<file path="src/rtl/core/pp4_pkg.sv">
`default_nettype none

package pp4_pkg;

  // Field widths fixed by the interface.
  localparam int unsigned DUR_W  = 18;
  localparam int unsigned BYTE_W = 8;
  localparam int unsigned SYM_W  = 2;
  localparam int unsigned NUM_SYMS = 4;

  // Configuration port geometry.
  localparam int unsigned APB_ADDR_W = 5;
  localparam int unsigned APB_DATA_W = 32;

  typedef logic [2:0] reg_idx_t;

  localparam reg_idx_t REG_BURST  = 3'd0;
  localparam reg_idx_t REG_GAP0   = 3'd1;
  localparam reg_idx_t REG_GAP1   = 3'd2;
  localparam reg_idx_t REG_GAP2   = 3'd3;
  localparam reg_idx_t REG_GAP3   = 3'd4;
  localparam reg_idx_t REG_APPEND = 3'd5;

  // Reset values of the timing registers.
  localparam logic [DUR_W-1:0] BURST_RST = 18'd9678;
  localparam logic [DUR_W-1:0] GAP0_RST  = 18'd14516;
  localparam logic [DUR_W-1:0] GAP1_RST  = 18'd58061;
  localparam logic [DUR_W-1:0] GAP2_RST  = 18'd29028;
  localparam logic [DUR_W-1:0] GAP3_RST  = 18'd43545;
  localparam logic             APPEND_RST = 1'b1;

  // Reflected CRC-16 constants.
  localparam logic [15:0] CRC_POLY = 16'h8408;
  localparam logic [15:0] CRC_INIT = 16'h8408;

  // Default depth of the command queue between front and back.
  localparam int unsigned QUEUE_DEPTH = 4;

  // Timing registers seen by the pulse sequencer.
  typedef struct packed {
    logic [DUR_W-1:0]                burst;
    logic [NUM_SYMS-1:0][DUR_W-1:0]  gap;
  } cfg_t;

  // One queued command: a byte to send as eight pulses, or the closing burst.
  typedef struct packed {
    logic              is_close;
    logic [BYTE_W-1:0] data;
  } cmd_t;

  // Front sequencer states.
  typedef enum logic [1:0] {
    FS_DATA,
    FS_CRC_LO,
    FS_CRC_HI,
    FS_CLOSE
  } front_state_t;

  // One byte through the reflected CRC, one bit per step.
  function automatic logic [15:0] crc_byte(input logic [15:0] crc,
                                           input logic [BYTE_W-1:0] b);
    logic [15:0] c;
    c = crc ^ {8'h00, b};
    for (int i = 0; i < 8; i++) begin
      c = c[0] ? ((c >> 1) ^ CRC_POLY) : (c >> 1);
    end
    return c;
  endfunction

endpackage

`default_nettype wire

</file>
<file path="src/rtl/core/pp4_front.sv">
`default_nettype none

module pp4_front (
  input  wire logic                        clk,
  input  wire logic                        rst_n,
  input  wire logic                        in_valid,
  output logic                             in_ready,
  input  wire logic [pp4_pkg::BYTE_W-1:0]  in_data_byte,
  input  wire logic                        in_frame_end,
  input  wire logic                        append_crc,
  input  wire logic                        q_full,
  output logic                             q_push,
  output pp4_pkg::cmd_t                    q_wdata
);

  pp4_pkg::front_state_t state_r, state_nxt;
  logic [15:0]           crc_r, crc_nxt;
  logic [15:0]           crc_upd;

  assign crc_upd = pp4_pkg::crc_byte(crc_r, in_data_byte);

  // State and CRC registers.
  always_ff @(posedge clk) begin
    if (!rst_n) begin
      state_r <= pp4_pkg::FS_DATA;
      crc_r   <= pp4_pkg::CRC_INIT;
    end else begin
      state_r <= state_nxt;
      crc_r   <= crc_nxt;
    end
  end

  // Payload bytes go in one per transaction; at the frame end the CRC bytes (when
  // append_crc is set) and the closing command follow while the input is held off.
  always_comb begin
    state_nxt        = state_r;
    crc_nxt          = crc_r;
    in_ready         = 1'b0;
    q_push           = 1'b0;
    q_wdata.is_close = 1'b0;
    q_wdata.data     = in_data_byte;
    unique case (state_r)
      pp4_pkg::FS_DATA: begin
        in_ready = !q_full;
        if (in_valid && !q_full) begin
          q_push  = 1'b1;
          crc_nxt = crc_upd;
          if (in_frame_end) begin
            state_nxt = append_crc ? pp4_pkg::FS_CRC_LO : pp4_pkg::FS_CLOSE;
          end
        end
      end
      pp4_pkg::FS_CRC_LO: begin
        q_wdata.data = crc_r[7:0];
        if (!q_full) begin
          q_push    = 1'b1;
          state_nxt = pp4_pkg::FS_CRC_HI;
        end
      end
      pp4_pkg::FS_CRC_HI: begin
        q_wdata.data = crc_r[15:8];
        if (!q_full) begin
          q_push    = 1'b1;
          state_nxt = pp4_pkg::FS_CLOSE;
        end
      end
      pp4_pkg::FS_CLOSE: begin
        q_wdata.is_close = 1'b1;
        q_wdata.data     = '0;
        if (!q_full) begin
          q_push    = 1'b1;
          crc_nxt   = pp4_pkg::CRC_INIT;
          state_nxt = pp4_pkg::FS_DATA;
        end
      end
      default: begin
        state_nxt = pp4_pkg::FS_DATA;
      end
    endcase
  end

endmodule

`default_nettype wire

</file>
<file path="src/rtl/core/pp4_queue.sv">
`default_nettype none

module pp4_queue #(
  parameter int unsigned DEPTH = pp4_pkg::QUEUE_DEPTH
) (
  input  wire logic           clk,
  input  wire logic           rst_n,
  input  wire logic           push,
  input  wire pp4_pkg::cmd_t  wdata,
  input  wire logic           pop,
  output pp4_pkg::cmd_t       head,
  output logic                full,
  output logic                empty
);

  // DEPTH must be a power of two, at least two.
  localparam int unsigned AW = $clog2(DEPTH);

  pp4_pkg::cmd_t   entries_r [DEPTH];
  logic [AW:0]     wr_ptr_r, rd_ptr_r;

  assign empty = (wr_ptr_r == rd_ptr_r);
  assign full  = (wr_ptr_r[AW] != rd_ptr_r[AW]) &&
                 (wr_ptr_r[AW-1:0] == rd_ptr_r[AW-1:0]);
  assign head  = entries_r[rd_ptr_r[AW-1:0]];

  // Pointers carry one wrap bit to tell full from empty.
  always_ff @(posedge clk) begin
    if (!rst_n) begin
      wr_ptr_r <= '0;
      rd_ptr_r <= '0;
    end else begin
      if (push) begin
        wr_ptr_r <= wr_ptr_r + 1'b1;
      end
      if (pop) begin
        rd_ptr_r <= rd_ptr_r + 1'b1;
      end
    end
  end

  // Entry storage.
  always_ff @(posedge clk) begin
    if (push) begin
      entries_r[wr_ptr_r[AW-1:0]] <= wdata;
    end
  end

endmodule

`default_nettype wire

</file>
<file path="src/rtl/core/pp4_back.sv">
`default_nettype none

module pp4_back (
  input  wire logic                       clk,
  input  wire logic                       rst_n,
  input  wire pp4_pkg::cfg_t              cfg,
  input  wire logic                       q_empty,
  input  wire pp4_pkg::cmd_t              q_head,
  output logic                            q_pop,
  output logic                            out_valid,
  input  wire logic                       out_ready,
  output logic                            out_carrier_on,
  output logic [pp4_pkg::DUR_W-1:0]       out_duration,
  output logic [pp4_pkg::SYM_W-1:0]       out_symbol,
  output logic                            out_frame_done
);

  localparam logic [2:0] LAST_PULSE = 3'd7;

  logic                         out_valid_r;
  logic                         carrier_r;
  logic [pp4_pkg::DUR_W-1:0]    duration_r;
  logic [pp4_pkg::SYM_W-1:0]    symbol_r;
  logic                         done_r;
  logic [2:0]                   idx_r;

  logic                         slot_free;
  logic                         emit;
  logic [pp4_pkg::SYM_W-1:0]    sym;
  logic                         pulse_carrier;
  logic [pp4_pkg::DUR_W-1:0]    pulse_dur;

  assign slot_free = !out_valid_r || out_ready;
  assign emit      = !q_empty && slot_free;
  assign q_pop     = emit && (q_head.is_close || (idx_r == LAST_PULSE));

  // Each symbol is a burst then a gap; pulse index bits [2:1] pick the pair.
  always_comb begin
    if (q_head.is_close) begin
      sym           = '0;
      pulse_carrier = 1'b1;
      pulse_dur     = cfg.burst;
    end else begin
      sym           = q_head.data[{idx_r[2:1], 1'b0} +: pp4_pkg::SYM_W];
      pulse_carrier = !idx_r[0];
      pulse_dur     = idx_r[0] ? cfg.gap[sym] : cfg.burst;
    end
  end

  // Pulse index within the command at the queue head.
  always_ff @(posedge clk) begin
    if (!rst_n) begin
      idx_r       <= '0;
      out_valid_r <= 1'b0;
    end else begin
      if (emit) begin
        idx_r <= q_pop ? 3'd0 : idx_r + 3'd1;
      end
      if (emit) begin
        out_valid_r <= 1'b1;
      end else if (out_ready) begin
        out_valid_r <= 1'b0;
      end
    end
  end

  // Output register holds the descriptor until its transaction completes.
  always_ff @(posedge clk) begin
    if (emit) begin
      carrier_r  <= pulse_carrier;
      duration_r <= pulse_dur;
      symbol_r   <= sym;
      done_r     <= q_head.is_close;
    end
  end

  assign out_valid      = out_valid_r;
  assign out_carrier_on = carrier_r;
  assign out_duration   = duration_r;
  assign out_symbol     = symbol_r;
  assign out_frame_done = done_r;

endmodule

`default_nettype wire

</file>
<file path="src/rtl/core/pp4_ir_frame_transmitter.sv">
`default_nettype none

// PP4 infrared frame transmitter. Frame bytes enter on the in_ channel, the
// last one flagged by in_frame_end; each byte leaves on the out_ channel as
// eight pulse descriptors (burst, gap per 2-bit symbol, low pair first), and a
// final byte adds the CRC-16 low and high bytes when append_crc is set, then a
// closing burst, for 9 or 25 descriptors in all. The back sequencer issues one
// descriptor per cycle while out_ready is high and the queue holds a command; a
// small command queue lets new bytes be taken while earlier ones are still
// being sent. Durations are in clock cycles and are
// set through the APB registers at byte addresses 0 to 20, which should only
// be written while the transmitter is idle.
module pp4_ir_frame_transmitter #(
  parameter int unsigned QUEUE_DEPTH = pp4_pkg::QUEUE_DEPTH
) (
  input  wire logic                            clk,
  input  wire logic                            rst_n,
  input  wire logic                            in_valid,
  output logic                                 in_ready,
  input  wire logic [pp4_pkg::BYTE_W-1:0]      in_data_byte,
  input  wire logic                            in_frame_end,
  output logic                                 out_valid,
  input  wire logic                            out_ready,
  output logic                                 out_carrier_on,
  output logic [pp4_pkg::DUR_W-1:0]            out_duration,
  output logic [pp4_pkg::SYM_W-1:0]            out_symbol,
  output logic                                 out_frame_done,
  input  wire logic                            psel,
  input  wire logic                            penable,
  input  wire logic                            pwrite,
  input  wire logic [pp4_pkg::APB_ADDR_W-1:0]  paddr,
  input  wire logic [pp4_pkg::APB_DATA_W-1:0]  pwdata,
  output logic [pp4_pkg::APB_DATA_W-1:0]       prdata,
  output logic                                 pready
);

  pp4_pkg::cfg_t     cfg_r;
  logic              append_r;
  pp4_pkg::reg_idx_t reg_idx;
  logic              cfg_wr;

  logic              q_push, q_pop, q_full, q_empty;
  pp4_pkg::cmd_t     q_wdata, q_head;

  assign pready  = 1'b1;
  assign reg_idx = paddr[4:2];
  assign cfg_wr  = psel && penable && pwrite && pready;

  // Configuration register writes.
  always_ff @(posedge clk) begin
    if (!rst_n) begin
      cfg_r.burst  <= pp4_pkg::BURST_RST;
      cfg_r.gap[0] <= pp4_pkg::GAP0_RST;
      cfg_r.gap[1] <= pp4_pkg::GAP1_RST;
      cfg_r.gap[2] <= pp4_pkg::GAP2_RST;
      cfg_r.gap[3] <= pp4_pkg::GAP3_RST;
      append_r     <= pp4_pkg::APPEND_RST;
    end else if (cfg_wr) begin
      unique case (reg_idx)
        pp4_pkg::REG_BURST:  cfg_r.burst  <= pwdata[pp4_pkg::DUR_W-1:0];
        pp4_pkg::REG_GAP0:   cfg_r.gap[0] <= pwdata[pp4_pkg::DUR_W-1:0];
        pp4_pkg::REG_GAP1:   cfg_r.gap[1] <= pwdata[pp4_pkg::DUR_W-1:0];
        pp4_pkg::REG_GAP2:   cfg_r.gap[2] <= pwdata[pp4_pkg::DUR_W-1:0];
        pp4_pkg::REG_GAP3:   cfg_r.gap[3] <= pwdata[pp4_pkg::DUR_W-1:0];
        pp4_pkg::REG_APPEND: append_r     <= pwdata[0];
        default: ;
      endcase
    end
  end

  // Register read-back, zero extended.
  always_comb begin
    prdata = '0;
    unique case (reg_idx)
      pp4_pkg::REG_BURST:  prdata[pp4_pkg::DUR_W-1:0] = cfg_r.burst;
      pp4_pkg::REG_GAP0:   prdata[pp4_pkg::DUR_W-1:0] = cfg_r.gap[0];
      pp4_pkg::REG_GAP1:   prdata[pp4_pkg::DUR_W-1:0] = cfg_r.gap[1];
      pp4_pkg::REG_GAP2:   prdata[pp4_pkg::DUR_W-1:0] = cfg_r.gap[2];
      pp4_pkg::REG_GAP3:   prdata[pp4_pkg::DUR_W-1:0] = cfg_r.gap[3];
      pp4_pkg::REG_APPEND: prdata[0] = append_r;
      default:             prdata = '0;
    endcase
  end

  pp4_front u_front (
    .clk          (clk),
    .rst_n        (rst_n),
    .in_valid     (in_valid),
    .in_ready     (in_ready),
    .in_data_byte (in_data_byte),
    .in_frame_end (in_frame_end),
    .append_crc   (append_r),
    .q_full       (q_full),
    .q_push       (q_push),
    .q_wdata      (q_wdata)
  );

  pp4_queue #(
    .DEPTH (QUEUE_DEPTH)
  ) u_queue (
    .clk   (clk),
    .rst_n (rst_n),
    .push  (q_push),
    .wdata (q_wdata),
    .pop   (q_pop),
    .head  (q_head),
    .full  (q_full),
    .empty (q_empty)
  );

  pp4_back u_back (
    .clk            (clk),
    .rst_n          (rst_n),
    .cfg            (cfg_r),
    .q_empty        (q_empty),
    .q_head         (q_head),
    .q_pop          (q_pop),
    .out_valid      (out_valid),
    .out_ready      (out_ready),
    .out_carrier_on (out_carrier_on),
    .out_duration   (out_duration),
    .out_symbol     (out_symbol),
    .out_frame_done (out_frame_done)
  );

  // The front never writes into a full queue, and the back never pops an empty one.
  a_no_overflow: assert property (@(posedge clk) disable iff (!rst_n)
    q_push |-> !q_full)
    else $error("command queue written while full");

  a_no_underflow: assert property (@(posedge clk) disable iff (!rst_n)
    q_pop |-> !q_empty)
    else $error("command queue popped while empty");

  // After the final byte of a frame the input is held off for the tail commands.
  a_tail_holds_input: assert property (@(posedge clk) disable iff (!rst_n)
    (in_valid && in_ready && in_frame_end) |=> !in_ready)
    else $error("input taken during frame tail");

  // The closing burst is a carrier burst carrying symbol zero.
  a_close_shape: assert property (@(posedge clk) disable iff (!rst_n)
    (out_valid && out_frame_done) |-> (out_carrier_on && (out_symbol == '0)))
    else $error("malformed closing burst");

endmodule

`default_nettype wire

</file>
<file path="config.mk">
export PLATFORM = sky130hd
export DESIGN_NAME = pp4_ir_frame_transmitter
export DESIGN_NICKNAME = d
export VERILOG_FILES = /design/src/rtl/core/pp4_pkg.sv /design/src/rtl/core/pp4_front.sv /design/src/rtl/core/pp4_queue.sv /design/src/rtl/core/pp4_back.sv /design/src/rtl/core/pp4_ir_frame_transmitter.sv
export SDC_FILE = /design/constraint.sdc
export NUM_CORES = 1
export LEC_CHECK = 0
export BUFFER_PORTS_ARGS = -buffer_cell sky130_fd_sc_hd__clkbuf_2
export CAP_MARGIN = 20
export CORE_ASPECT_RATIO = 0.75
export CORE_UTILIZATION = 53
export CTS_CLUSTER_SIZE = 12
export DETAILED_ROUTE_END_ITERATION = 7
export PLACE_DENSITY_LB_ADDON = 0.08
export SETUP_SLACK_MARGIN = 0.05
export SLEW_MARGIN = 10
export SYNTH_ARGS = -nofsm -noshare
export SYNTH_HDL_FRONTEND = slang
export SYNTH_HIERARCHICAL = 1
export SYNTH_SLANG_ARGS = --single-unit
</file>
<file path="constraint.sdc">
create_clock -name clk -period 2.1 [get_ports clk]
set_input_delay 0.42 -clock clk [delete_from_list [all_inputs] [get_ports clk]]
set_output_delay 0.42 -clock clk [all_outputs]
set_load 0.05 [all_outputs]
</file>
After elaboration in Yosys (flattened, before gate mapping)

Memory sizes are Yosys's and may differ from the RTL's. A register that Yosys moved wholly into a read port is not among the register bits.
Index checks and enable logic that the tools add are counted.

Input port bits: 53
Bits in read-only memories: 0
Bits in writable memories: 36
Output and inout port bits: 57
Memories kept: 1
Register bits: 141
Latch bits: 0
Logic and storage cells: 110

Memories:

| memory            | words | bits a word | read ports | clocked after Yosys merged registers in | write ports | line            | text |
|---|---|---|---|---|---|---|---|
| u_queue.entries_r | 4     | 9           | 1          | 1                                       | 1           | pp4_queue.sv:19 | `pp4_pkg::cmd_t entries_r [DEPTH];` |

Shift operators: 1
$add $sub $neg: 3
Reduce and logical (&&, ||, !) cells: 25
Bitwise logic cells: 9
Divide/modulo/power cells: 0
Mux-type cells: 37
Equality and inequality tests: 17
Order comparisons: 1
Multiply operators: 0

Operator list:

| operator            | count |
|---|---|
| $mux 16             | 10 |
| $pmux 17 s5         | 1 |
| $mux 18             | 3 |
| $bmux 18 s2         | 1 |
| $pmux 16 s2         | 1 |
| $not 2->3           | 8 |
| $pmux 8 s3          | 1 |
| $mux 2              | 8 |
| $xor 16x8->16       | 1 |
| $reduce_and 2->1    | 6 |
| $add 3x1->3 const B | 3 |
| $eq 3x3->1 const B  | 3 |
| $mux 1              | 8 |
| $ne 2x2->1 const B  | 4 |
| $pmux 2 s4          | 1 |
| $shiftx 8x4->2      | 1 |
| $eq 3x2->1 const B  | 2 |
| $logic_and 1x1->1   | 6 |
| $pmux 1 s6          | 1 |
| $reduce_and 5->1    | 1 |
| $eq 2x2->1 const B  | 2 |
| $logic_not 1->1     | 4 |
| $reduce_bool 2->1   | 2 |
| $eq 3x1->1 const B  | 1 |
| other kinds (13)    | 14 |

Logic depth before layout (Yosys ltp)

Depth in word-level cells: 19
Depth in mapped cells: 8
Gate-level depth less buffers: 6

Modules after synthesis

The synthesis kept the hierarchy.

By module, submodules not included:

| module                   | times used | sequential area each (um^2) | cells each | area each (um^2) |
|---|---|---|---|---|
| pp4_ir_frame_transmitter | 1          | 1821.7                      | 451        | 4276.6 |
| pp4_queue                | 1          | 1241.2                      | 88         | 1704.1 |
| pp4_back                 | 1          | 740.7                       | 132        | 1610.3 |
| pp4_front                | 1          | 360.3                       | 125        | 1188.6 |

Worst setup path after synthesis

Ideal clock, no wire load.

Kind: register -> register
Start: reg (tool-made name)
End: reg u_back.duration_r, in the netlist u_back/out_duration[0], data pin
Clock period less this slack: 2.275 ns
Slack: -0.175 ns
Arrival: 2.004 ns
Cell stages (with the launch flop): 8
Library setup time: 0.271 ns
Buffers on the path: 3
Required time: 1.829 ns
Path through: dfxtp_1 buf_6 mux4_2 mux4_2 buf_4 buf_6 mux2i_1 o221ai_1

RTL lines:

| element                | line           | text |
|---|---|---|
| end signal: assignment | pp4_back.sv:71 | `duration_r <= pulse_dur;` |
| end: declaration       | pp4_back.sv:22 | `logic [pp4_pkg::DUR_W-1:0] duration_r;` |

==> results.cfg <==
[status]
status = complete, but fails checks
violations = negative setup slack

[clock_tree]
holdBufCountCts = 0
cts_tree = yes
htree_levels = 4
cts.sinks = 179
clockBufferDepth = 2
insertion_delay_ps = 440
cts_buffers = 17
cts.clk_slew.worst_paths_ps = 80
root_buffer = clkbuf_16

[global_routing]
track_usage_pct = 28.4
grt_overflow_total = 0
grt_max_degree = 60
grt_pass1_wl_microns = 36200
grt_antenna_before_repair = 0
grt_pass1_vias = 6617

[yosys]
synth.cell_area_sq_um = 8780
ys_async_sr_fraction_pct = 0
syn-instance-count = 796
ys_seq_area_share_pct = 47.4
synth_flop_cell = dfxtp_1
synthMuxAreaShare_pct = 16.5
yosys.area_share.adder_pct = 1.71
netlist-cell-type-count = 64
synth_compound_area_share_pct = 13.5
synth_area_per_cell_sq_um = 11.0
synth_edf_count = 58
yosys.area_share.simple_pct = 11.2
ys_ff_latch = 179
yosysWarnings = 6
synth_top_family_by_area = multiplexers
yosys.area_share.xor_xnor_pct = 3.49

[power]
p_per_area_nw_per_um2 = 1280
p_leak_nw = 4.52
ir_drop_uv = 744
power.total_mw = 13.9

[drt]
drtIter0Drc = 584
wl_microns = 23300
postRouteAntennaNets = 0
routed-via-count = 6742
routedWlPerCell_microns = 20.6
drt-pass1-iter-count = 8
drcViolationCount = 0
vias_per_cell = 5.96

[worst_setup_path]
critical_path_class = register to register
crit_path_max_fanout = 37
cp.arrival_ps = 2540
start_kind = register
critPathRequiredTime_ps = 2260
endpoint_kind = register

[placement]
gp_congestion = 0.859
dpl_worst_slack_ps = -222
dp_hpwl_microns = 15700
port_buffers = 78
place_area_sq_um = 9990

[timing]
worst_clock_skew_ps = 11.4
setup-tns-final_ps = -4250
rsz0062_at_grt = yes
post-route-period-util_pct = 113
setup_viol = 20
max_freq_ghz = 0.421
slew_headroom_pct = 64.8
worst_pin_slew_ps = 526
worst_slack_ps = -274
hold_ws_ps = 255
hold_viol = 0
final_max_slew_viol_count = 0
min_period_ps = 2370

[floorplanning]
die_y_microns = 113
die_w_microns = 151
pin_count = 110
rows = 40
initial_core_util_pct = 54.5
die-area_sq_um = 17100
core_area_sq_um = 16100

[layout]
final_cell_area_sq_um = 10800
num_antenna_cells = 0
drive_gt1_share_pct = 27.7
area_delta_synth_final_pct = 23.5
final_nets = 974

[min_path]
worstHoldPathType = input pin to register

[flow_run]
max-cap-violations = 0
-- cell usage after synthesis (3+ instances only) --
cell / number / area share [%]
a31oi_1: 5 / 0.36
nor3_1: 3 / 0.17
o21ai_1: 8 / 0.46
o221ai_1: 18 / 1.8
xor2_1: 8 / 0.80
buf_4: 20 / 1.7
a21oi_1: 12 / 0.68
ha_1: 12 / 1.7
xnor2_1: 14 / 1.4
o21ai_0: 23 / 1.3
nand2b_1: 14 / 1.0
a21boi_0: 4 / 0.34
o2bb2ai_1: 21 / 2.1
nand3b_1: 3 / 0.26
inv_1: 27 / 1.2
mux4_2: 12 / 3.1
nand2_2: 3 / 0.21
buf_2: 15 / 0.86
a221o_1: 16 / 1.8
xnor2_2: 6 / 1.1
edfxtp_1: 58 / 20
a22oi_1: 14 / 1.2
buf_6: 9 / 1.2
o311ai_1: 5 / 0.50
nand2_1: 98 / 4.2
nor2_1: 23 / 0.98
nor2b_1: 11 / 0.78
o211ai_1: 22 / 1.9
dfxtp_1: 121 / 28
and2_1: 4 / 0.28
mux2i_1: 115 / 13
clkbuf_1: 20 / 0.86
nand3_1: 9 / 0.51
-- critical path, stage by stage, from the launching register on --
cell	delay, ps
dfxtp_2	340
buf_12	140
mux4_2	510
mux4_2	510
buf_12	240
mux2i_1	210
o221ai_1	140
-- worst paths after layout --
path	from	endpoint	slack, ps	depth (start not counted)
min	pwdata[9]	cfg_r[63]	250	3
min reg2reg	cfg_r[14]	cfg_r[14]	480	2
max reg2reg	register	u_back/out_duration[2]	-270	6
max	register	u_back/out_duration[2]	-270	6
-- cell families after synthesis --
kind of cell | Yosys count
AO/OA/AOI/OAI | 158
XOR/XNOR | 29
adder cells (fa/ha/maj) | 12
buffers and inverters | 95
flip-flops | 179
multiplexers | 129
other | 2
AND/OR/NAND/NOR | 192
-- where the power goes --
group | leakage [nW] | total, mW | switching [mW] | internal (mW)
sequential | 1.52 | 4.88 | 0.361 | 4.52
clock | 0.291 | 3.26 | 1.46 | 1.80
combinational | 2.71 | 5.72 | 3.44 | 2.28
total | 4.52 | 13.9 | 5.25 | 8.60
-- state kept, by name, indices dropped and copies added (netlist names), named ones only --
| name | count |
|---|---|
| append_r | 1 |
| u_back/out_frame_done | 1 |
| u_back/idx_r | 3 |
| u_queue/entries_r | 36 |
| cfg_r | 90 |
| u_queue/rd_ptr_r | 3 |
| u_back/out_carrier_on | 1 |
| u_back/out_duration | 18 |
| u_front/state_r | 2 |
| u_front/crc_r | 16 |
| u_queue/wr_ptr_r | 3 |
| u_back/out_valid | 1 |
| u_back/out_symbol | 2 |
-- per-layer routing --
metal | vias up | GRT usage [%] | part of all wire [%] | routed length, microns
li1 | 3104 | - | - | -
met1 | 3343 | 41.0 | 47 | 11100
met2 | 247 | 42.1 | 43 | 10100
met3 | 48 | 6.20 | 6.9 | 1600
met4 | 0 | 9.33 | 2.4 | 550
met5 | - | 0 | 0 | 0
-- layout make-up --
type | count | area, sq um
Fill cell | 1206 | 5270
Multi-Input combinational cell | 535 | 4260
Sequential cell | 179 | 4180
Timing Repair Buffer | 148 | 1440
Clock buffer | 18 | 429
Tap cell | 210 | 263
Clock inverter | 14 | 169
Inverter | 28 | 105
-- repair_timing --
| item | 4_1_cts | 5_1_grt |
|---|---|---|
| pin swaps | 5 | 3 |
| setup endpoints to repair | 38 | 38 |
| buffers inserted | 5 | 2 |
| gates resized for setup | 32 | 19 |
-- metrics by stage --
stage | std cells | util [%]
floorplan | 809 | -
global placement | 1093 | 62.0
detailed placement | 1093 | 62.0
CTS | 1130 | 66.7
global route | 1132 | 67.3
finish | 1132 | 67.3
-- cells in the final DEF (no fill, tap or decap), types with 14 or more instances in the layout --
cell type,count
o221ai_1,18
o211ai_1,22
o2bb2ai_1,16
dfxtp_1,114
nand2_1,98
o21ai_0,23
edfxtp_1,58
conb_1,15
inv_1,27
a22oi_1,14
buf_12,33
mux2i_1,115
clkbuf_16,18
nor2_1,20
buf_4,51
clkbuf_2,55
(Power assumes the default switching activity.)
